===== src/hdl/imbw_pkg.sv =====
// ----------------------------------------------------------------------------
// imbw_pkg - shared types and constants for the inode block map walker
// Beat layouts, walk phases and result codes used by every module.
// ----------------------------------------------------------------------------
package imbw_pkg;

  // Geometry of the block map
  localparam int unsigned PTRS_PER_BLOCK = 256;
  localparam int unsigned DIRECT_SLOTS   = 8;
  localparam int unsigned PPB_BITS       = $clog2(PTRS_PER_BLOCK);
  localparam int unsigned LARGE_SINGLE_SLOTS = 7;
  localparam int unsigned LARGE_SINGLE_SPAN  = LARGE_SINGLE_SLOTS * PTRS_PER_BLOCK;
  localparam int unsigned DOUBLE_SPAN        = PTRS_PER_BLOCK * PTRS_PER_BLOCK;
  localparam int unsigned SMALL_SINGLE_SLOT  = 8;
  localparam int unsigned SMALL_DOUBLE_SLOT  = 9;
  localparam int unsigned LARGE_DOUBLE_SLOT  = 7;
  localparam int unsigned SLOT_COUNT         = 10;
  localparam int unsigned SLOT_IDX_W         = $clog2(SLOT_COUNT);

  // Field widths
  localparam int unsigned IDX_W   = 17;
  localparam int unsigned WORD_W  = 16;
  localparam int unsigned WIDX_W  = 8;
  localparam int unsigned STAT_W  = 2;

  // Stream widths
  localparam int unsigned IN_DATA_W  = 200;
  localparam int unsigned OUT_DATA_W = 48;

  // Input beat selector (tuser)
  localparam logic MODE_LOOKUP   = 1'b0;
  localparam logic MODE_RESPONSE = 1'b1;

  // Result beat kind (tuser)
  localparam logic KIND_READ_REQ = 1'b0;
  localparam logic KIND_ANSWER   = 1'b1;

  // Answer status codes
  localparam logic [STAT_W-1:0] ST_OK        = 2'd0;
  localparam logic [STAT_W-1:0] ST_RANGE     = 2'd1;
  localparam logic [STAT_W-1:0] ST_READ_FAIL = 2'd2;

  typedef enum logic [1:0] {
    PH_IDLE   = 2'd0,
    PH_SINGLE = 2'd1,
    PH_OUTER  = 2'd2,
    PH_INNER  = 2'd3
  } walk_phase_t;

  typedef struct packed {
    logic              mode;
    logic [IDX_W-1:0]  block_index;
    logic              large_file;
    logic [63:0]       addr_slots_low;
    logic [63:0]       addr_slots_mid;
    logic [31:0]       addr_slots_high;
    logic [WORD_W-1:0] read_word;
    logic              read_ok;
  } imbw_item_t;

  typedef struct packed {
    logic              kind;
    logic [WORD_W-1:0] read_sector;
    logic [WIDX_W-1:0] read_word_index;
    logic [WORD_W-1:0] physical_block;
    logic [STAT_W-1:0] status;
  } imbw_result_t;

endpackage


===== src/hdl/imbw_in_stage.sv =====
// ----------------------------------------------------------------------------
// imbw_in_stage - input register of the walker
// Captures one beat from the input stream and holds it until the step
// logic consumes it.
// ----------------------------------------------------------------------------
module imbw_in_stage (
  input  logic                              clk,
  input  logic                              rst_n,
  input  logic                              in_tvalid,
  output logic                              in_tready,
  input  logic [imbw_pkg::IN_DATA_W-1:0]    in_tdata,
  input  logic                              in_tuser,
  input  logic                              advance,
  output logic                              item_valid,
  output imbw_pkg::imbw_item_t              item
);
  import imbw_pkg::*;

  logic       valid_r;
  imbw_item_t item_r;
  imbw_item_t item_nxt;

  assign in_tready  = !valid_r || advance;
  assign item_valid = valid_r;
  assign item       = item_r;

  // unpack the beat, lowest field first
  always_comb begin
    item_nxt.mode            = in_tuser;
    item_nxt.block_index     = in_tdata[16:0];
    item_nxt.large_file      = in_tdata[17];
    item_nxt.addr_slots_low  = in_tdata[81:18];
    item_nxt.addr_slots_mid  = in_tdata[145:82];
    item_nxt.addr_slots_high = in_tdata[177:146];
    item_nxt.read_word       = in_tdata[193:178];
    item_nxt.read_ok         = in_tdata[194];
  end

  always_ff @(posedge clk) begin
    if (!rst_n) begin
      valid_r <= 1'b0;
    end else if (in_tready) begin
      valid_r <= in_tvalid;
    end
  end

  always_ff @(posedge clk) begin
    if (in_tvalid && in_tready) begin
      item_r <= item_nxt;
    end
  end

endmodule


===== src/hdl/imbw_step.sv =====
// ----------------------------------------------------------------------------
// imbw_step - walk state and per-beat decision
// Decodes a lookup or a pointer-word response against the walk phase and
// produces at most one result; phase and saved inner index update on use.
// ----------------------------------------------------------------------------
module imbw_step (
  input  logic                   clk,
  input  logic                   rst_n,
  input  logic                   advance,
  input  imbw_pkg::imbw_item_t   item,
  output logic                   res_valid,
  output imbw_pkg::imbw_result_t res
);
  import imbw_pkg::*;

  walk_phase_t       phase_r, phase_nxt;
  logic [WIDX_W-1:0] pending_r, pending_nxt;

  logic [WORD_W-1:0] slots [SLOT_COUNT];

  // request decode
  logic [IDX_W-1:0]      idx;
  logic [IDX_W-1:0]      sm_rel1, sm_rel2, lg_rel, dbl_rel;
  logic                  sm_direct, sm_single, sm_double;
  logic                  lg_single, lg_double;
  logic [SLOT_IDX_W-1:0] sel_slot;
  logic [WORD_W-1:0]     sel_val;
  logic                  req_ask;
  walk_phase_t           req_phase;
  logic [WORD_W-1:0]     req_sector;
  logic [WIDX_W-1:0]     req_widx;
  logic [WORD_W-1:0]     req_blk;
  logic [STAT_W-1:0]     req_status;
  logic                  req_set_pending;
  logic [WIDX_W-1:0]     req_pending;

  always_comb begin
    for (int i = 0; i < 4; i++) begin
      slots[i]     = item.addr_slots_low[16*i +: 16];
      slots[i + 4] = item.addr_slots_mid[16*i +: 16];
    end
    slots[8] = item.addr_slots_high[15:0];
    slots[9] = item.addr_slots_high[31:16];
  end

  always_comb begin
    idx     = item.block_index;
    sm_rel1 = idx - IDX_W'(DIRECT_SLOTS);
    sm_rel2 = idx - IDX_W'(DIRECT_SLOTS + PTRS_PER_BLOCK);
    lg_rel  = idx - IDX_W'(LARGE_SINGLE_SPAN);

    sm_direct = !item.large_file && (32'(idx) < DIRECT_SLOTS);
    sm_single = !item.large_file && !sm_direct && (32'(sm_rel1) < PTRS_PER_BLOCK);
    sm_double = !item.large_file && (32'(idx) >= DIRECT_SLOTS + PTRS_PER_BLOCK)
                && (32'(sm_rel2) < DOUBLE_SPAN);
    lg_single = item.large_file && (32'(idx) < LARGE_SINGLE_SPAN);
    lg_double = item.large_file && !lg_single && (32'(lg_rel) < DOUBLE_SPAN);
    dbl_rel   = item.large_file ? lg_rel : sm_rel2;

    if (sm_direct)      sel_slot = SLOT_IDX_W'(idx);
    else if (sm_single) sel_slot = SLOT_IDX_W'(SMALL_SINGLE_SLOT);
    else if (sm_double) sel_slot = SLOT_IDX_W'(SMALL_DOUBLE_SLOT);
    else if (lg_single) sel_slot = SLOT_IDX_W'(idx >> PPB_BITS);
    else                sel_slot = SLOT_IDX_W'(LARGE_DOUBLE_SLOT);
    sel_val = slots[sel_slot];

    req_ask         = 1'b0;
    req_phase       = PH_IDLE;
    req_sector      = '0;
    req_widx        = '0;
    req_blk         = '0;
    req_status      = ST_OK;
    req_set_pending = 1'b0;
    req_pending     = WIDX_W'(dbl_rel[PPB_BITS-1:0]);

    if (sm_direct) begin
      req_blk = sel_val;
    end else if ((sm_single || lg_single) && sel_val != '0) begin
      // zero slot is a hole, answered right away
      req_ask    = 1'b1;
      req_phase  = PH_SINGLE;
      req_sector = sel_val;
      req_widx   = sm_single ? WIDX_W'(sm_rel1) : WIDX_W'(idx[PPB_BITS-1:0]);
    end else if ((sm_double || lg_double) && sel_val != '0) begin
      req_ask         = 1'b1;
      req_phase       = PH_OUTER;
      req_sector      = sel_val;
      req_widx        = WIDX_W'(dbl_rel >> PPB_BITS);
      req_set_pending = 1'b1;
    end else if (!(sm_single || lg_single || sm_double || lg_double)) begin
      req_status = ST_RANGE;
    end
  end

  // next state
  always_comb begin
    phase_nxt   = phase_r;
    pending_nxt = pending_r;
    if (item.mode == MODE_LOOKUP) begin
      phase_nxt = req_phase;
      if (req_set_pending) pending_nxt = req_pending;
    end else begin
      case (phase_r)
        PH_IDLE:  phase_nxt = PH_IDLE;
        PH_OUTER: phase_nxt = (item.read_ok && item.read_word != '0) ? PH_INNER : PH_IDLE;
        default:  phase_nxt = PH_IDLE;
      endcase
    end
  end

  // result
  always_comb begin
    res_valid           = 1'b1;
    res.kind            = KIND_ANSWER;
    res.read_sector     = '0;
    res.read_word_index = '0;
    res.physical_block  = '0;
    res.status          = ST_OK;
    if (item.mode == MODE_LOOKUP) begin
      res.kind            = req_ask ? KIND_READ_REQ : KIND_ANSWER;
      res.read_sector     = req_sector;
      res.read_word_index = req_widx;
      res.physical_block  = req_blk;
      res.status          = req_status;
    end else begin
      case (phase_r)
        PH_IDLE: begin
          res_valid = 1'b0;   // stray response
        end
        PH_OUTER: begin
          if (!item.read_ok) begin
            res.status = ST_READ_FAIL;
          end else if (item.read_word != '0) begin
            res.kind            = KIND_READ_REQ;
            res.read_sector     = item.read_word;
            res.read_word_index = pending_r;
          end
        end
        default: begin
          if (!item.read_ok) res.status = ST_READ_FAIL;
          else               res.physical_block = item.read_word;
        end
      endcase
    end
  end

  always_ff @(posedge clk) begin
    if (!rst_n) begin
      phase_r   <= PH_IDLE;
      pending_r <= '0;
    end else if (advance) begin
      phase_r   <= phase_nxt;
      pending_r <= pending_nxt;
    end
  end

endmodule


===== src/hdl/inode_block_map_walker.sv =====
// ----------------------------------------------------------------------------
// inode_block_map_walker - logical to physical file block lookup
// Walks an inode's direct, single- and double-indirect address slots one
// pointer word at a time.
// ----------------------------------------------------------------------------
// Usage:
//   Input stream: a beat with tuser = 0 starts a lookup (block index, layout
//   flag and the ten address slots); a beat with tuser = 1 returns the
//   pointer word asked for by the previous read request, with its ok flag.
//   Output stream: tuser = 0 is a read request (sector, word index) that the
//   caller serves and answers with a response beat; tuser = 1 is the final
//   answer (physical block, status). Each beat gives at most one result; a
//   response that arrives with no walk pending gives none.
//   One beat per cycle is sustained while out_tready is high: the input
//   register feeds a single level of decode and slot select into the output
//   register, which drives out_tvalid.
//   A new lookup drops any walk in progress.
//   Stall: while out_tvalid waits on out_tready, the result stays put; the
//   input register takes one more beat if empty, then in_tready drops.
//   Reset (rst_n low, synchronous): both registers empty, walk idle.
// ----------------------------------------------------------------------------
module inode_block_map_walker (
  input  logic                                clk,
  input  logic                                rst_n,
  input  logic                                in_tvalid,
  output logic                                in_tready,
  // block_index[16:0], large_file[17], addr_slots_low[81:18],
  // addr_slots_mid[145:82], addr_slots_high[177:146], read_word[193:178],
  // read_ok[194], zero pad [199:195]
  input  logic [imbw_pkg::IN_DATA_W-1:0]      in_tdata,
  // mode
  input  logic                                in_tuser,
  output logic                                out_tvalid,
  input  logic                                out_tready,
  // read_sector[15:0], read_word_index[23:16], physical_block[39:24],
  // status[41:40], zero pad [47:42]
  output logic [imbw_pkg::OUT_DATA_W-1:0]     out_tdata,
  // kind
  output logic                                out_tuser
);
  import imbw_pkg::*;

  logic         s1_valid;
  imbw_item_t   s1_item;
  logic         advance;
  logic         step_res_valid;
  imbw_result_t step_res;

  logic         out_valid_r, out_valid_nxt;
  imbw_result_t out_res_r;

  // the input beat moves on when the output register is free or draining
  assign advance = s1_valid && (!out_valid_r || out_tready);

  imbw_in_stage u_in_stage (
    .clk        (clk),
    .rst_n      (rst_n),
    .in_tvalid  (in_tvalid),
    .in_tready  (in_tready),
    .in_tdata   (in_tdata),
    .in_tuser   (in_tuser),
    .advance    (advance),
    .item_valid (s1_valid),
    .item       (s1_item)
  );

  imbw_step u_step (
    .clk       (clk),
    .rst_n     (rst_n),
    .advance   (advance),
    .item      (s1_item),
    .res_valid (step_res_valid),
    .res       (step_res)
  );

  // output register
  always_comb begin
    out_valid_nxt = out_valid_r;
    if (!out_valid_r || out_tready) out_valid_nxt = advance && step_res_valid;
  end

  always_ff @(posedge clk) begin
    if (!rst_n) begin
      out_valid_r <= 1'b0;
    end else begin
      out_valid_r <= out_valid_nxt;
    end
  end

  always_ff @(posedge clk) begin
    if (advance && step_res_valid) begin
      out_res_r <= step_res;
    end
  end

  assign out_tvalid = out_valid_r;
  assign out_tuser  = out_res_r.kind;
  assign out_tdata  = {6'd0, out_res_r.status, out_res_r.physical_block,
                       out_res_r.read_word_index, out_res_r.read_sector};

  // every lookup yields a result beat
  a_lookup_answers: assert property (@(posedge clk) disable iff (!rst_n)
    (advance && s1_item.mode == MODE_LOOKUP) |-> step_res_valid)
    else $error("lookup beat produced no result");

  // a held input beat is not lost while the output is blocked
  a_hold_input: assert property (@(posedge clk) disable iff (!rst_n)
    (s1_valid && !advance) |=> s1_valid)
    else $error("input beat dropped during stall");

  // error answers carry no block number
  a_error_zero_block: assert property (@(posedge clk) disable iff (!rst_n)
    (out_valid_r && out_res_r.kind == KIND_ANSWER && out_res_r.status != ST_OK)
      |-> (out_res_r.physical_block == '0))
    else $error("error answer with nonzero block");

endmodule

===== config.mk =====
export PLATFORM = sky130hd
export DESIGN_NAME = inode_block_map_walker
export DESIGN_NICKNAME = d
export VERILOG_FILES = /design/src/hdl/imbw_pkg.sv /design/src/hdl/imbw_in_stage.sv /design/src/hdl/imbw_step.sv /design/src/hdl/inode_block_map_walker.sv
export SDC_FILE = /design/constraint.sdc
export NUM_CORES = 1
export LEC_CHECK = 0
export BUFFER_PORTS_ARGS = -buffer_cell sky130_fd_sc_hd__buf_2
export CAP_MARGIN = 20
export CORE_MARGIN = 2
export CORE_UTILIZATION = 35
export DETAILED_ROUTE_END_ITERATION = 8
export SYNTH_ARGS = -nofsm -noshare
export SYNTH_HDL_FRONTEND = slang
export SYNTH_SLANG_ARGS = --single-unit

===== constraint.sdc =====
create_clock -name clk -period 6.4 [get_ports clk]
set_input_delay 0.96 -clock clk [delete_from_list [all_inputs] [get_ports clk]]
set_output_delay 0.96 -clock clk [all_outputs]
set_load 0.01 [all_outputs]

# Yosys cells after proc, flatten, opt, wreduce, memory -nomap -nowiden
# Cells that the tools add are included.
[word_totals]
in_bits = 205
elab_cells = 102
ff_bits = 251
out_inout_bits = 51
[op_classes]
n_addsub = 3
n_mux = 42
reduce_logical = 30
eq_ne = 1
bitwise_logic = 2
magnitude_cmp = 7
[ops]
columns = ["operator", "count"]
rows = [
  ["16-bit 2-to-1 mux", 9],
  ["25-bit 2-to-1 mux", 3],
  ["16-bit binary-select mux with 4-bit select", 1],
  ["43-bit 2-to-1 mux", 1],
  ["17-bit < comparator, second input constant", 2],
  ["8-bit 2-to-1 mux", 4],
  ["16-bit nonzero test", 2],
  ["2-bit 2-to-1 mux", 11],
  ["17-bit by 9-bit greater-or-equal comparator with 1-bit output, second input constant", 1],
  ["17-bit by 11-bit < comparator with 1-bit output, second input constant", 1],
  ["17-bit by 4-bit < comparator with 1-bit output, second input constant", 1],
  ["17-bit by 9-bit < comparator with 1-bit output, second input constant", 1],
  ["17-bit by 11-bit subtractor with 17-bit output, second input constant", 1],
  ["17-bit by 4-bit subtractor with 17-bit output, second input constant", 1],
  ["17-bit by 9-bit subtractor with 17-bit output, second input constant", 1],
  ["4-bit 2-to-1 mux", 4],
  ["1-bit logical AND", 14],
  ["1-bit 2-to-1 mux", 9],
  ["1-bit logical OR", 6],
  ["5-bit greater-or-equal comparator, second input constant", 1],
  ["1-bit zero test", 5],
  ["4-bit NOT with 5-bit output", 1],
  ["3-bit AND reduction", 1],
  ["2-bit equality test, second input constant", 1],
  ["3 further kinds", 3],
]

# Logic depth before layout (Yosys ltp)
# Gate-level depths: netlist of run 1.
[depth]
word_depth = 18
mapped_depth = 19
ltp_nobuf = 14

# Hierarchy
# Synthesis of run 1 repeated with hierarchy kept, for this count alone.
[unflattened]
hier_cells = 783
hier_area_um2 = 10834.1
[by_module_without_submodules]
columns = ["module", "seq_area_each_um2", "area_each_um2", "instances", "cells_per_inst"]
rows = [
  ["imbw_in_stage", 5905.7, 5943.2, 1, 201],
  ["imbw_step", 200.2, 3477.1, 1, 526],
  ["inode_block_map_walker", 1311.3, 1413.9, 1, 56],
]

# Worst setup path after synthesis of run 1
# OpenSTA, ideal clock, no wires.
[synth_path]
path_type = "input-to-reg"
start = "input port out_tready"
end = "register u_in_stage.item_r (netlist bit u_in_stage.item[0]) (enable)"
path_buffers = 0
t_required_ns = 5.818
setup_time_ns = 0.582
cell_stages = 3
path_slack_ns = 0.168
arrival_time_ns = 5.651
cell_sequence = "nor2b_1 nand2_1 and2_1"
[synth_via]
elab_chain_len = 4
[synth_rtl]
columns = ["item", "line", "rtl"]
rows = [
  ["start, declared", "inode_block_map_walker.sv:34", "input logic out_tready,"],
  ["1-bit logical OR", "inode_block_map_walker.sv:53", "assign advance = s1_valid && (!out_valid_r || out_tready);"],
  ["1-bit logical AND", "inode_block_map_walker.sv:53", ""],
  ["1-bit logical OR", "imbw_in_stage.sv:23", "assign in_tready = !valid_r || advance;"],
  ["named net in_tready", "inode_block_map_walker.sv:26", "output logic in_tready,"],
  ["1-bit logical AND", "imbw_in_stage.sv:48", "if (in_tvalid && in_tready) begin"],
  ["end signal, assigned", "imbw_in_stage.sv:49", "item_r <= item_nxt;"],
  ["end, declared", "imbw_in_stage.sv:20", "imbw_item_t item_r;"],
]
# The timed path passes the listed nets, and every way through them passes these cells.
# A chain may end at the register's enable or synchronous reset.

==> impl_metrics.tcl, run 1 <==
set metrics [dict create \
    outcome "completed" \
    num-nets-final 1273 \
    first_pass_iters 5 \
    grt_max_degree 78 \
    grt_pass1_vias 7694 \
    synth_warnings 0 \
    finalWirelength_um 30200 \
    htreeDepth 1 \
    fin_crit_ns 5.34 \
    whs_ns 0.461 \
    worstPathArrival_ns 5.73 \
    grt_pass1_wl_um 44900 \
    finalMaxSlewViolations 0 \
    ys_ff_latch 251 \
    swShare 0.227 \
    ys_types 89 \
    switchingPower_uw 836 \
    finalSetupTns_ns 0 \
    setup_viol 0 \
    dp_hpwl_um 21900 \
    cts_hold_buf 0 \
    vdd_drop_max_v 0.000204 \
    die_h_um 182 \
    ios 256 \
    final_cells 1486 \
    tightest_slew_ns 1.03 \
    hold_class "reg2reg" \
    drv_cap 0 \
    ys_seq_area_frac 0.665 \
    fmax_ghz 0.187 \
    final_cell_mix "buf_2 (244), edfxtp_1 (239), nand2_1 (111)" \
    fp.coreArea_um2 31500 \
    sequentialPowerShare 0.527 \
    final_cell_area_um2 13500 \
    io_buffers 244 \
    fin_skew_ns 0.0251 \
    wl_met2_um 14000 \
    routed.top_layer "met5" \
    clockPowerShare 0.393 \
    initial_core_util 0.354 \
    m1WireLength_um 13300 \
    post-route-period-util 0.834 \
    first_iter_violations 703 \
    p_leak_uw 0.00507 \
    drc 0 \
    cts_buffer_depth 3 \
    required_ns 6.79 \
    p_per_area_nw_per_um2 272 \
    fp.dieW_um 182 \
    fin_util 0.430 \
    routed_via_density 5.13 \
    slew_headroom 0.317 \
    vias 7620 \
    antenna_found_initial 6 \
    dp.cells 1436 \
    synth_edf_count 239 \
    clk_latency_ns 0.55 \
    cts_resized 0 \
    cts_buffers 26 \
    synth_ff_type "edfxtp_1" \
    cts_setup_buffers 0 \
    clock_sinks 251 \
    internal_power_uw 2850 \
    area_growth_syn_to_layout_pct 21.4 \
    end_kind "register" \
    placed_cell_area_um2 12700 \
    critPathLaunchType "register" \
    grt_overflow_total 0 \
    mostFrequentLayoutCell "buf_2" \
    comb_power_share 0.080 \
    syn_area_per_cell_um2 13.6 \
    rows 65 \
    rsz0062_at_grt "no" \
    cp_max_fo 35 \
    async_flop_share 0 \
    ant_nets 0 \
    clkTransAtPathRegs_ns 0.06 \
    hold_violations 0 \
    synthesis.area_um2 11100 \
    wire_per_inst_um 20.3 \
    die_area_um2 33300 \
    gp_congestion 0.800 \
    cts_tree "yes" \
    cts_root_buf "clkbuf_16" \
    syn_inst 822 \
    drive_gt1_frac 0.312 \
    critPathKind "reg2reg" \
    grt_util_all_layers 0.179 \
    wl_met3_um 2460 \
]
[area by class of cell]
cell class	instances	area [um2]
clock buffers	34	681
flip-flops and latches	251	7420
repair buffers	257	1330
diodes	2	5.00
fillers	2916	17900
clock inverters	14	131
well taps	402	503
inverters	8	30.0
multi-input cells	518	3440
[flip-flops by register name (all words and copies together), names as in the netlist]
name                   cells
out_tdata                 42
out_tuser                  1
out_tvalid                 1
u_in_stage.item          196
u_in_stage.item_valid      1
u_step.pending_r           8
u_step.phase_r             2
[synth_stat cells, types with 4 or more instances]
cell	count	area share
edfxtp_1	239	0.64
nand2_1	111	0.037
o21ai_0	42	0.019
mux2i_1	35	0.031
a21oi_1	32	0.014
nor2_1	32	0.011
nand3_1	29	0.013
buf_2	20	0.0090
a22o_1	14	0.011
a31oi_1	14	0.0079
clkbuf_1	14	0.0047
nor3_1	14	0.0063
xnor2_1	14	0.011
dfxtp_1	12	0.022
a221o_1	9	0.0081
and3_1	9	0.0051
nor4_1	9	0.0051
inv_1	8	0.0027
buf_4	7	0.0047
nand2b_1	7	0.0039
o31ai_1	7	0.0047
ha_1	6	0.0067
nand4_1	6	0.0034
a221oi_1	5	0.0039
a32oi_1	5	0.0039
buf_6	5	0.0051
o22ai_1	5	0.0028
or3_1	5	0.0028
a22oi_1	4	0.0027
a31o_2	4	0.0031
mux2_2	4	0.0040
o21a_1	4	0.0027
[routing by layer]
| metal | vias to the layer above | global-route usage |
|---|---|---|
| met5 | - | 0 |
| met2 | 321 | 0.290 |
| met4 | 6 | 0.0387 |
| met1 | 3593 | 0.242 |
| met3 | 40 | 0.0447 |
| li1 | 3660 | - |
[critical path, stage by stage (launching register included)]
cell and delay, ns:
edfxtp_1 0.70, inv_1 0.19, ha_1 0.27, nor2b_1 0.13, a31o_2 0.22, mux2_2 0.28
o2111a_1 0.31, buf_4 0.28, nor2_4 0.41, buf_4 0.40, nand2_1 0.09, a32o_1 0.28
o22ai_1 0.53, nor4b_4 0.09, and4_4 0.31, nor3_4 0.40, a221o_1 0.24
[worst paths after layout]
kind / to / startpoint / slack (ns) / depth (start not counted)
min reg2reg: u_step.pending_r[5] / u_step.pending_r[5] / 0.46 / 2
min: u_step.pending_r[5] / u_step.pending_r[5] / 0.46 / 2
max: out_tdata[21] / u_in_stage.item[186] / 1.06 / 16
max reg2reg: out_tdata[21] / u_in_stage.item[186] / 1.06 / 16
[cell families (layout without fill, tap and decap cells)]
family,count (synthesis),count (layout),synth area share
buf+inv,58,313,0.0302
simple gates,261,261,0.123
compound gates,189,189,0.125
mux,39,39,0.0355
fa+ha+maj,6,6,0.00673
xor+xnor,17,17,0.0134
other cells,1,8,0.000336
flops,251,251,0.665
[stage by stage]
step / setup WS, ns / power, uW
after CTS: 1.05 / 3730
after global routing: 0.729 / 3840
final: 1.06 / 3690
after detailed placement: 1.07 / 2280
after global placement: 1.12 / 2270
after floorplan: 0.168 / 2140
[power by group through the flow]
stage | clock [uW] | sequential [uW] | combinational (uW)
2_1_floorplan | 0 | 1980 | 160
3_3_place_gp | 0 | 1980 | 295
3_5_place_dp | 0 | 1980 | 299
4_1_cts | 1490 | 1940 | 301
5_1_grt | 1560 | 1950 | 328
6_report | 1450 | 1940 | 296
Note: power is estimated with default switching activity, not from simulation.
==> run 2: changes to the inputs <==
clock period = 5.1 ns   (was 6.4 ns; I/O delays follow)
==> run 2 against run 1 <==
Against the previous run: first-iteration DRC count fell by 16%; global-route usage increased by 0.55 points; power rose by 33%; combinational power increased by 34%; clock skew fell by 0.0060 ns; worst setup slack got worse by 0.74 ns; sequential power grew 25%; wire length rose by 3.3%; via count up 3.5%; sequential share of layout area is 1.4 points lower; clock power rose by 43%; core utilization increased by 1.1 points; critical path type unchanged; largest power group unchanged.
==> impl_metrics.tcl, run 2 (same netlist as run 1, synthesis figures left out) <==
set metrics [dict create \
    outcome "completed" \
    p_leak_uw 0.00526 \
    dp_hpwl_um 22900 \
    die_area_um2 33300 \
    clock_sinks 251 \
    final_cell_mix "buf_2 (244), edfxtp_1 (239), nand2_1 (111)" \
    drc 0 \
    fp.coreArea_um2 31500 \
    htreeDepth 1 \
    tightest_slew_ns 1.05 \
    grt_util_all_layers 0.184 \
    vdd_drop_max_v 0.000246 \
    ios 256 \
    routed_via_density 5.21 \
    fp.dieW_um 182 \
    endpoint "out_tdata[1]" \
    end_kind "register" \
    worst_r2r_path_depth 15 \
    p_per_area_nw_per_um2 354 \
    drv_cap 0 \
    slew_headroom 0.301 \
    critPathLaunchType "register" \
    finalWorstSetupSlack_ns 0.324 \
    area_growth_syn_to_layout_pct 24.5 \
    grt_pass1_wl_um 46100 \
    finalSetupTns_ns 0 \
    largest_reg_flops 196 \
    post-route-period-util 0.937 \
    cts_hold_buf 0 \
    hold_violations 0 \
    finalMaxSlewViolations 0 \
    cts_root_buf "clkbuf_16" \
    drive_gt1_frac 0.334 \
    cts_buffer_depth 3 \
    antenna_found_initial 6 \
    num-nets-final 1299 \
    gp_congestion 0.834 \
    die_h_um 182 \
    io_buffers 244 \
    cp_max_fo 11 \
    fin_skew_ns 0.0191 \
    vias 7890 \
    cts_tree "yes" \
    fin_crit_ns 4.78 \
    mostFrequentLayoutCell "buf_2" \
    reg2reg_slack_ns 0.32 \
    wire_per_inst_um 20.6 \
    worstPathArrival_ns 5.08 \
    r2r-start "u_in_stage.item[182]" \
    rsz0062_at_grt "no" \
    first_iter_violations 593 \
    critPathKind "reg2reg" \
    hold_class "in2reg" \
    cts_buffers 28 \
    fmax_ghz 0.209 \
    initial_core_util 0.354 \
    crit_start "u_in_stage.item[182]" \
    clk_latency_ns 0.56 \
    ant_nets 0 \
    grt_pass1_vias 7685 \
    grt_overflow_total 0 \
    grt_max_degree 77 \
    first_pass_iters 5 \
    required_ns 5.40 \
    finalWirelength_um 31200 \
    rows 65 \
    dpl_worst_slack_ns 0.265 \
    setup_viol 0 \
    whs_ns 0.378 \
    r2r_end "out_tdata[1]" \
    clkTransAtPathRegs_ns 0.06 \
]
==> run 2: cell count changes in the layout (fill, tap and decap cells not counted), sizes merged <==
cell,delta
diode,+1
clkbuf,+4
clkinv,-4
bufinv,+2
buf,+24
clkinvlp,+2
==> run 2: how the worst min path moves through the flow <==
stage / startpoint / endpoint / slack (ns) / depth (start not counted)
after floorplan: u_step.pending_r[5] / u_step.pending_r[5] / 0.43 / 2
after global placement: u_step.pending_r[2] / u_step.pending_r[2] / 0.44 / 2
after detailed placement: u_step.pending_r[5] / u_step.pending_r[5] / 0.45 / 2
after CTS: in_tdata[134] / u_in_stage.item[101] / 0.35 / 1
after global routing: in_tdata[125] / u_in_stage.item[92] / 0.35 / 1
final: in_tdata[46] / u_in_stage.item[141] / 0.38 / 1
==> run 2: per-layer routing <==
metal | vias to the layer above | global-route usage | wire (um)
met5 | - | 0 | 25
met4 | 4 | 0.0410 | 599
met3 | 39 | 0.0385 | 2390
met2 | 325 | 0.295 | 14400
met1 | 3806 | 0.258 | 13800
li1 | 3716 | - | -
==> run 2: cell type report <==
type,count,area (um2)
clock inverter,14,208
multi-input combinational,518,3450
fill,2898,17600
sequential,251,7420
clock buffer,38,758
tap,402,503
antenna,3,7.51
inverter,8,30.0
timing repair buffer,281,1510
==> run 2: metrics by stage <==
| stage | total power [uW] | instance area (um2) | instances | utilization |
|---|---|---|---|---|
| after floorplan | 2670 | 11200 | 827 | - |
| after global placement | 2870 | 12900 | 1460 | 0.410 |
| after detailed placement | 2880 | 12900 | 1460 | 0.410 |
| after CTS | 4960 | 13900 | 1512 | 0.441 |
| after global routing | 5090 | 13900 | 1513 | 0.441 |
| final | 4910 | 13900 | 1515 | 0.441 |
==> run 2: worst max-delay path: stages (launching register included) <==
cell	delay, ns
edfxtp_1	0.48
inv_1	0.12
ha_1	0.27
nor4b_4	0.26
a21boi_1	0.10
mux2_2	0.28
o2111ai_2	0.48
o2111ai_4	0.28
a211oi_4	0.27
buf_4	0.24
a32oi_1	0.14
a31oi_2	0.40
and4b_4	0.32
nand4_1	0.23
and2_1	0.36
a22o_1	0.29
==> run 2: what timing repair did <==
action                                  4_1_cts  5_1_grt
buffers inserted                              0        0
gates resized for setup                       0        2
endpoints found under the setup margin        0        6
==> run 2: power by group <==
part / leakage (uW) / internal (uW) / switching, uW
clock network: 0.000455 / 1250 / 829
registers: 0.00242 / 2380 / 49.6
logic: 0.00238 / 164 / 234
total: 0.00526 / 3800 / 1110
